`src/rtl/core/h2i_pkg.sv`:
```
`default_nettype none
// ----------------------------------------------------------------------------
// h2i_pkg
// Shared types and constants for the binary16 to 64-bit integer converter.
// ----------------------------------------------------------------------------
package h2i_pkg;
   localparam int unsigned EXP_W  = 5;
   localparam int unsigned MANT_W = 10;
   localparam int unsigned INT_W  = 64;
   localparam int unsigned MAG_W  = 17;
   localparam logic [EXP_W-1:0] EXP_MAX  = 5'h1f;
   localparam logic [EXP_W-1:0] EXP_BIAS = 5'd25;
   localparam logic OP_UNSIGNED = 1'b0;
   localparam logic OP_SIGNED   = 1'b1;

   typedef struct packed {
      logic             is_special;
      logic [INT_W-1:0] special_val;
      logic             negate;
      logic             zero;
   } ctl_type;
endpackage : h2i_pkg
`default_nettype wire

```
`src/rtl/core/h2i_decode.sv`:
```
`default_nettype none
// ----------------------------------------------------------------------------
// h2i_decode
// Stage 1: split fields, classify, and compute the truncated magnitude.
// ----------------------------------------------------------------------------
module h2i_decode
   import h2i_pkg::*;
(
   input  wire logic             opcode,
   input  wire logic [15:0]      half_bits,
   output      ctl_type          ctl,
   output      logic [MAG_W-1:0] mag
);
   logic             neg;
   logic [EXP_W-1:0] e;
   logic [MANT_W-1:0] m;
   logic [MAG_W-1:0] sig;
   logic [EXP_W-1:0] sh;

   always_comb begin
      neg = half_bits[15];
      e   = half_bits[14:10];
      m   = half_bits[9:0];
      sig = {{(MAG_W-MANT_W-1){1'b0}}, 1'b1, m};
      ctl.is_special  = (e == EXP_MAX);
      ctl.special_val = '0;
      if (m == '0) begin
         if (opcode == OP_SIGNED)
            ctl.special_val = neg ? {1'b1, {(INT_W-1){1'b0}}} : {1'b0, {(INT_W-1){1'b1}}};
         else
            ctl.special_val = neg ? '0 : '1;
      end
      ctl.negate = neg && (opcode == OP_SIGNED);
      ctl.zero   = neg && (opcode == OP_UNSIGNED);
      mag = '0;
      sh  = '0;
      if (e == '0) begin
         mag = '0;
      end else if (e >= EXP_BIAS) begin
         sh  = e - EXP_BIAS;
         mag = sig << sh[2:0];
      end else begin
         sh  = EXP_BIAS - e;
         mag = sig >> sh;
      end
   end
endmodule : h2i_decode
`default_nettype wire

```
`src/rtl/core/h2i_result.sv`:
```
`default_nettype none
// ----------------------------------------------------------------------------
// h2i_result
// Stage 2: apply sign, unsigned negative-to-zero clamp or special value to form the 64-bit result.
// ----------------------------------------------------------------------------
module h2i_result
   import h2i_pkg::*;
(
   input  wire ctl_type          ctl,
   input  wire logic [MAG_W-1:0] mag,
   output      logic [INT_W-1:0] result
);
   logic [INT_W-1:0] wide;

   always_comb begin
      wide = {{(INT_W-MAG_W){1'b0}}, mag};
      if (ctl.is_special)
         result = ctl.special_val;
      else if (ctl.zero)
         result = '0;
      else if (ctl.negate)
         result = (~wide) + {{(INT_W-1){1'b0}}, 1'b1};
      else
         result = wide;
   end
endmodule : h2i_result
`default_nettype wire

```
`src/rtl/core/half_to_int64_convert_unit.sv`:
```
`default_nettype none
// A req beat reaches rsp_valid through each register stage in turn and leaves on rsp_ready.
// Throughput: one beat per cycle; each stage holds under a stall.
// Set by the three-stage register chain: input, decoded magnitude, final result.
// Reset clears the stage valid bits only; payload registers are not reset.
// ----------------------------------------------------------------------------
// half_to_int64_convert_unit
// Pipelined binary16 to uint64/int64 conversion, truncating toward zero.
// ----------------------------------------------------------------------------
module half_to_int64_convert_unit
   import h2i_pkg::*;
(
   input  wire logic             clock,
   input  wire logic             reset,
   input  wire logic             req_valid,
   output      logic             req_ready,
   input  wire logic             req_opcode,
   input  wire logic [15:0]      req_half_bits,
   output      logic             rsp_valid,
   input  wire logic             rsp_ready,
   output      logic [INT_W-1:0] rsp_int_result
);
   logic             v1_ff, v2_ff, v3_ff;
   logic             op_ff;
   logic [15:0]      half_ff;
   ctl_type          ctl_in, ctl_ff;
   logic [MAG_W-1:0] mag_in, mag_ff;
   logic [INT_W-1:0] res_in, res_ff;
   logic             adv1, adv2, adv3;

   assign adv3 = !v3_ff || rsp_ready;
   assign adv2 = !v2_ff || adv3;
   assign adv1 = !v1_ff || adv2;
   assign req_ready = adv1;

   h2i_decode u_dec (.opcode(op_ff), .half_bits(half_ff), .ctl(ctl_in), .mag(mag_in));
   h2i_result u_res (.ctl(ctl_ff), .mag(mag_ff), .result(res_in));

   always_ff @(posedge clock) begin
      if (reset) begin
         v1_ff <= 1'b0;
         v2_ff <= 1'b0;
         v3_ff <= 1'b0;
      end else begin
         if (adv1) v1_ff <= req_valid;
         if (adv2) v2_ff <= v1_ff;
         if (adv3) v3_ff <= v2_ff;
      end
   end

   always_ff @(posedge clock) begin
      if (adv1 && req_valid) begin
         op_ff   <= req_opcode;
         half_ff <= req_half_bits;
      end
      if (adv2 && v1_ff) begin
         ctl_ff <= ctl_in;
         mag_ff <= mag_in;
      end
      if (adv3 && v2_ff) res_ff <= res_in;
   end

   assign rsp_valid      = v3_ff;
   assign rsp_int_result = res_ff;

`ifndef SYNTH
   a_hold: assert property (@(posedge clock) disable iff (reset)
      rsp_valid && !rsp_ready |=> rsp_valid && $stable(rsp_int_result))
      else $error("result changed under stall");
   a_full_stall: assert property (@(posedge clock) disable iff (reset)
      v1_ff && v2_ff && v3_ff && !rsp_ready |-> !req_ready)
      else $error("accepted while pipeline full");
   a_move: assert property (@(posedge clock) disable iff (reset)
      v2_ff && adv3 |=> v3_ff)
      else $error("stage 2 beat lost");
`endif
endmodule : half_to_int64_convert_unit
`default_nettype wire
```
`config.mk`:
```
export PLATFORM = sky130hd
export DESIGN_NAME = half_to_int64_convert_unit
export DESIGN_NICKNAME = d
export VERILOG_FILES = /design/src/rtl/core/h2i_pkg.sv /design/src/rtl/core/h2i_decode.sv /design/src/rtl/core/h2i_result.sv /design/src/rtl/core/half_to_int64_convert_unit.sv
export SDC_FILE = /design/constraint.sdc
export NUM_CORES = 1
export LEC_CHECK = 0
export BUFFER_PORTS_ARGS = -buffer_cell sky130_fd_sc_hd__buf_4
export CORE_MARGIN = 1
export CORE_UTILIZATION = 25
export CTS_BUF_LIST = sky130_fd_sc_hd__clkbuf_2
export DETAILED_ROUTE_END_ITERATION = 8
export PLACE_DENSITY_LB_ADDON = 0.15
export SLEW_MARGIN = 20
export SYNTH_ARGS = -nofsm -noshare
export SYNTH_HDL_FRONTEND = slang
export SYNTH_SLANG_ARGS = --single-unit
```
`constraint.sdc`:
```
create_clock -name clock -period 5.6 [get_ports clock]
set_input_delay 0.28 -clock clock [delete_from_list [all_inputs] [get_ports clock]]
set_output_delay 0.28 -clock clock [all_outputs]
set_load 0.005 [all_outputs]
```
== After elaboration in Yosys (flattened, before gate mapping) ==
Index checks and enable logic that the tools add are counted.

* Register bits: 168
* Logic and storage cells: 40
* Output and inout port bits: 66
* Input port bits: 21

* Shifts and indexed selects: 2
* Eq/ne operators: 1
* Magnitude comparators: 1
* Bitwise gates (word level): 2
* $add $sub $neg: 3
* Reductions and logical operators: 13
* Mux-type cells: 7

{| class="wikitable"
|+ Operator list
! operator !! number
|-
| $mux 64 || 6
|-
| $add 64x1->64 const B || 1
|-
| $not 17->64 || 1
|-
| $mux 17 || 1
|-
| $shl 11x3->17 || 1
|-
| $shr 11x5->17 || 1
|-
| $logic_not 10->1 || 1
|-
| $eq 5x5->1 const B || 1
|-
| $ge 5x5->1 const B || 1
|-
| $logic_and 1x1->1 || 5
|-
| $logic_not 5->1 || 1
|-
| $sub 5x5->5 const A || 1
|-
| $logic_not 1->1 || 3
|-
| $logic_or 1x1->1 || 3
|-
| $sub 3x1->3 const B || 1
|-
| $not 1->1 || 1
|}

== Logic depth before layout (Yosys ltp) ==
* Depth in word-level cells: 5
* Depth in mapped cells: 10
* Depth with buffers taken out: 8

== Cells and area by module ==
Synthesis repeated with hierarchy kept, for this count alone.

* Cells, all modules: 606
* Area total of the unflattened synthesis: 7956.4 sq um

{| class="wikitable"
|+ Modules (own cells, without submodules)
! module !! cells an instance !! seq. area each (sq um) !! area each (sq um) !! instances
|-
| half_to_int64_convert_unit || 180 || 5014.8 || 5088.6 || 1
|-
| h2i_decode || 221 || 0.0 || 1795.5 || 1
|-
| h2i_result || 205 || 0.0 || 1072.3 || 1
|}

== Least setup slack after synthesis ==
Ideal clock, no wire load.

* Path kind: reg2reg
* From: reg v3_ff (netlist: rsp_valid)
* To: reg ctl_ff[0] (netlist name), enable pin
* Required time: 5.165 ns
* Clock period less this slack: 2.583 ns
* Setup time: 0.435 ns
* Cell stages (with the launch flop): 3
* Path buffers: 0
* Path slack: 3.017 ns
* Arrival time: 2.148 ns
* Cells stage by stage: dfxtp_1 > nor2b_1 > a21boi_0

* Longest elaborated chain between the ends: 4

{| class="wikitable"
|+ RTL lines
! item !! RTL line !! text
|-
| start, declared || half_to_int64_convert_unit.sv:23 || <nowiki>logic v1_ff, v2_ff, v3_ff;</nowiki>
|-
| start signal, assigned || half_to_int64_convert_unit.sv:47 || <nowiki>if (adv3) v3_ff <= v2_ff;</nowiki>
|-
| $logic_not 1->1 || half_to_int64_convert_unit.sv:31 || <nowiki>assign adv3 = !v3_ff || rsp_ready;</nowiki>
|-
| $logic_or 1x1->1 || half_to_int64_convert_unit.sv:31 ||
|-
| $logic_or 1x1->1 || half_to_int64_convert_unit.sv:32 || <nowiki>assign adv2 = !v2_ff || adv3;</nowiki>
|-
| $logic_and 1x1->1 || half_to_int64_convert_unit.sv:56 || <nowiki>if (adv2 && v1_ff) begin</nowiki>
|-
| end signal, assigned || half_to_int64_convert_unit.sv:57 || <nowiki>ctl_ff <= ctl_in;</nowiki>
|-
| end, declared || half_to_int64_convert_unit.sv:26 || <nowiki>ctl_type ctl_in, ctl_ff;</nowiki>
|}

Every way passes these cells.
A chain may end at the register's enable or synchronous reset.

== Worst setup path in the final report ==
* From: reg half_ff[11]
* To: reg mag_ff[6] (data pin)

* Longest elaborated chain between the ends: 3
* Elaborated cells between the ends (all ways): 7
* Those cells by class: add/sub (2); order compare (1); shift (2); mux (1); reduce/logical (1)

{| class="wikitable"
|+ RTL lines
! item !! RTL line !! text
|-
| start, declared || half_to_int64_convert_unit.sv:25 || <nowiki>logic [15:0] half_ff;</nowiki>
|-
| start signal, assigned || half_to_int64_convert_unit.sv:54 || <nowiki>half_ff <= req_half_bits;</nowiki>
|-
| $sub 5x5->5 or $sub 3x1->3 (tied branches) || h2i_decode.sv:43, h2i_decode.sv:40 ||
|-
| $shr 11x5->17 or $shl 11x3->17 (tied branches) || h2i_decode.sv:44, h2i_decode.sv:41 ||
|-
| $mux 17 || h2i_decode.sv:39 || <nowiki>end else if (e >= EXP_BIAS) begin</nowiki>
|-
| end signal, assigned || half_to_int64_convert_unit.sv:58 || <nowiki>mag_ff <= mag_in;</nowiki>
|-
| end, declared || half_to_int64_convert_unit.sv:27 || <nowiki>logic [MAG_W-1:0] mag_in, mag_ff;</nowiki>
|}

Parallel ways exist; a longest one is shown, timed or not.

==> out/qor.txt <==
Status - finished clean
Number of global-route vias before repair - 2925
Synthesized area - 4293 µm²
Measured slew at the worst slew-check pin - 0.9359 ns
Hold Path Class - in2reg
CTS sink count - 76
Initial core utilization - 25.70%
Register area share after synthesis - 52.46%
Port Buf Inserts - 86
Data arrival time of the worst path - 3.43 ns
Final setup skew - 0.02782 ns
Post-synth top area cell - edfxtp_1
Multiplexer share of the synthesized area - 8.073%
Largest net degree at the start of global routing - 35
Cell leakage power - 1.916 nW
Vias/cell - 4.502
Minimum clock period - 3.073 ns
Final setup viols - 0
Net count after synthesis - 399
Largest family of logic cells by synthesized area - compound AO/OA/AOI/OAI gates
Post-Route WL - 9491 µm
HPWL after detailed placement - 6781 µm
Clock Root Buffer - clkbuf_2
XOR/XNOR share of the synthesized area - 3.468%
NumNets Final - 465
Initial antenna violation count - 0
Main area contributors after synthesis - edfxtp_1 51%, buf_4 5.2%, mux2i_1 4.7%
Setup WS post-layout - 2.527 ns
First-pass GRT wire length - 15370 µm
Share of layout cells above drive strength 1 - 29.55%
Synth Area in Compound Gates - 13.14%
Initial DRC count - 163
Yosys cell types - 58
Pwr Density - 238.7 nW/µm²
Diodes inserted - 0
Max Root-Sink Buffers - 2
Antenna Violating Nets Remaining - 0
CP max FO - 22
RSZ-0062 raised after global routing - false
CTS clk-pin slew, worst paths - 0.23 ns
Pre-CTS worst setup slack - 2.581 ns
Synth Area per Inst - 11.63 µm²
Syn-to-layout area delta - 21.95%
CP Capture Type - flip-flop
Synth Flop Type - edfxtp_1
Vert. Die Dim - 133.0 µm
Adder-Cell Fraction of Synth Area - 2.623%
Slew HR - 37.48%
Skew-Pair Late Insertion Delay - 0.58 ns
GP Congestion - 0.8447
Hold Violations, Final - 0
Post-CTS setup buffers - 0
Drt drc - 0
Setup CP Type - reg2reg
CP Launch Type - flip-flop
Top-Level Pins - 87
Peak VDD IR - 0.1143 mV
PostCTS Resize Cnt - 0
Die X - 133.0 µm
Final core occ - 31.35%
Cell area after layout - 5235 µm²
Asr flop ratio synth - 0%
All-Layer GR Usage - 11.30%
Total die area - 17700 µm²
Drt wl/cell - 14.38 µm
Post-synth top area share - 51.06%
FF+latch count, synth - 76
Max Transition Viols Final - 0
Post-synth EDFFs - 73
Worst Path Required - 5.96 ns
Htree depth - 3
CTS buffer count - 9
Row cnt - 47
Post-Synth Simple-Gate Area - 11.83%
Via count - 2971
Total iterations of the first detailed-routing run - 4
Post-Synthesis Cells - 369
Crit share post-route - 54.88%
Total negative slack - 0 ns
Placed inst area - 4923 µm²
Maximum capacitance violations - 0
TritonCTS clock tree - done
Yosys warns - 0
FILL cells - 1726
Max Clk Rate - 325.4 MHz
Core ar. - 16700 µm²
Total grt overflow - 0
[critical path, cell delays in order (launching register included)]
cell and delay, ns:
edfxtp_1 0.99, inv_1 0.27, ha_1 0.72, mux2_2 0.41, and2_1 0.16, o21ai_0 0.16, o221ai_1 0.13
[path summary, 6_finish.rpt]
path / from / to / slack, ns / depth (start not counted)
worst max-delay path: half_ff[11] / mag_ff[6] / 2.53 / 6
worst min-delay path: rsp_ready / rsp_valid / 0.1 / 4
worst max register to register: half_ff[11] / mag_ff[6] / 2.53 / 6
worst min register to register: ctl_ff[65] / rsp_int_result[63] / 0.58 / 2
[final cells by class]
type                    count  area, µm²  area share, %
inverters                  10      37.54         0.7170
flip-flops and latches     76       2252          43.02
clock inverters             7      67.56          1.291
clock buffers               9      45.04         0.8604
well taps                 220      275.3          5.258
multi-input cells         232       1714          32.74
repair buffers            106      843.3          16.11
[report_power, final]
group | switching, mW | total (mW) | internal, mW
Combinational | 0.119 | 0.228 | 0.109
Sequential | 0.0407 | 0.706 | 0.665
Clock | 0.216 | 0.316 | 0.0997
Total | 0.376 | 1.25 | 0.874
[kinds of logic after synthesis]
logic type	after synthesis
AO/OA/AOI/OAI	81
XOR/XNOR	17
adder cells (fa/ha/maj)	9
buffers and inverters	61
flip-flops	76
multiplexers	29
AND/OR/NAND/NOR	96
[Yosys cell counts (2+ instances only)]
library cell	count
a211oi_1	2
a21oi_1	7
and2_1	2
and3_1	3
buf_2	9
buf_4	30
clkbuf_1	10
dfxtp_1	3
edfxtp_1	73
ha_1	9
inv_1	9
mux2_2	5
mux2i_1	20
mux4_2	4
nand2_1	30
nand3_1	6
nor2_1	14
nor2b_1	5
nor3_1	8
nor3b_1	2
nor4_1	4
o211ai_1	3
o21ai_0	31
o21ai_1	3
o21bai_1	3
o221ai_1	7
o22ai_1	4
o31ai_1	8
o41ai_1	2
o41ai_2	2
or2_2	5
or3_1	3
or4_1	2
or4_4	2
xnor2_1	3
xor2_1	14
[metrics by stage]
stage          cells  power [mW]  hold WS (ns)
3_3_place_gp     625      0.9390        0.4580
3_5_place_dp     625      0.9378        0.4594
2_1_floorplan    369      0.8661        0.3491
4_1_cts          660       1.265       0.02564
5_1_grt          660       1.318       0.09076
6_report         660       1.250       0.09671
[layout by cell type (no fill, tap or decap), drive strengths merged, types with 9 or more instances in the layout]
cell         instances
buf                 87
edfxtp              73
o21ai               34
nand2               30
mux2i               20
dlygate4sd3         19
nor2                15
xor2                14
inv                  9
ha                   9
clkbuf               9
[layer usage]
| layer | routed length [µm] | global-route usage (%) |
|---|---|---|
| met1 | 4430 | 13.82 |
| met2 | 4338 | 18.38 |
| met3 | 480 | 2.490 |
| met4 | 242 | 6.322 |
| met5 | 0 | 0 |
[repair_timing]
action	CTS	global route
endpoints found under the hold margin	20	0
hold buffers	19	0
endpoints found under the setup margin	0	0
[flip-flops by register name (all words and copies together), names as in the netlist]
| name | cells |
|---|---|
| rsp_int_result | 34 |
| mag_ff | 17 |
| half_ff | 16 |
| ctl_ff | 5 |
| op_ff | 1 |
| rsp_valid | 1 |
| v1_ff | 1 |
| v2_ff | 1 |
(Power assumes the default switching activity.)
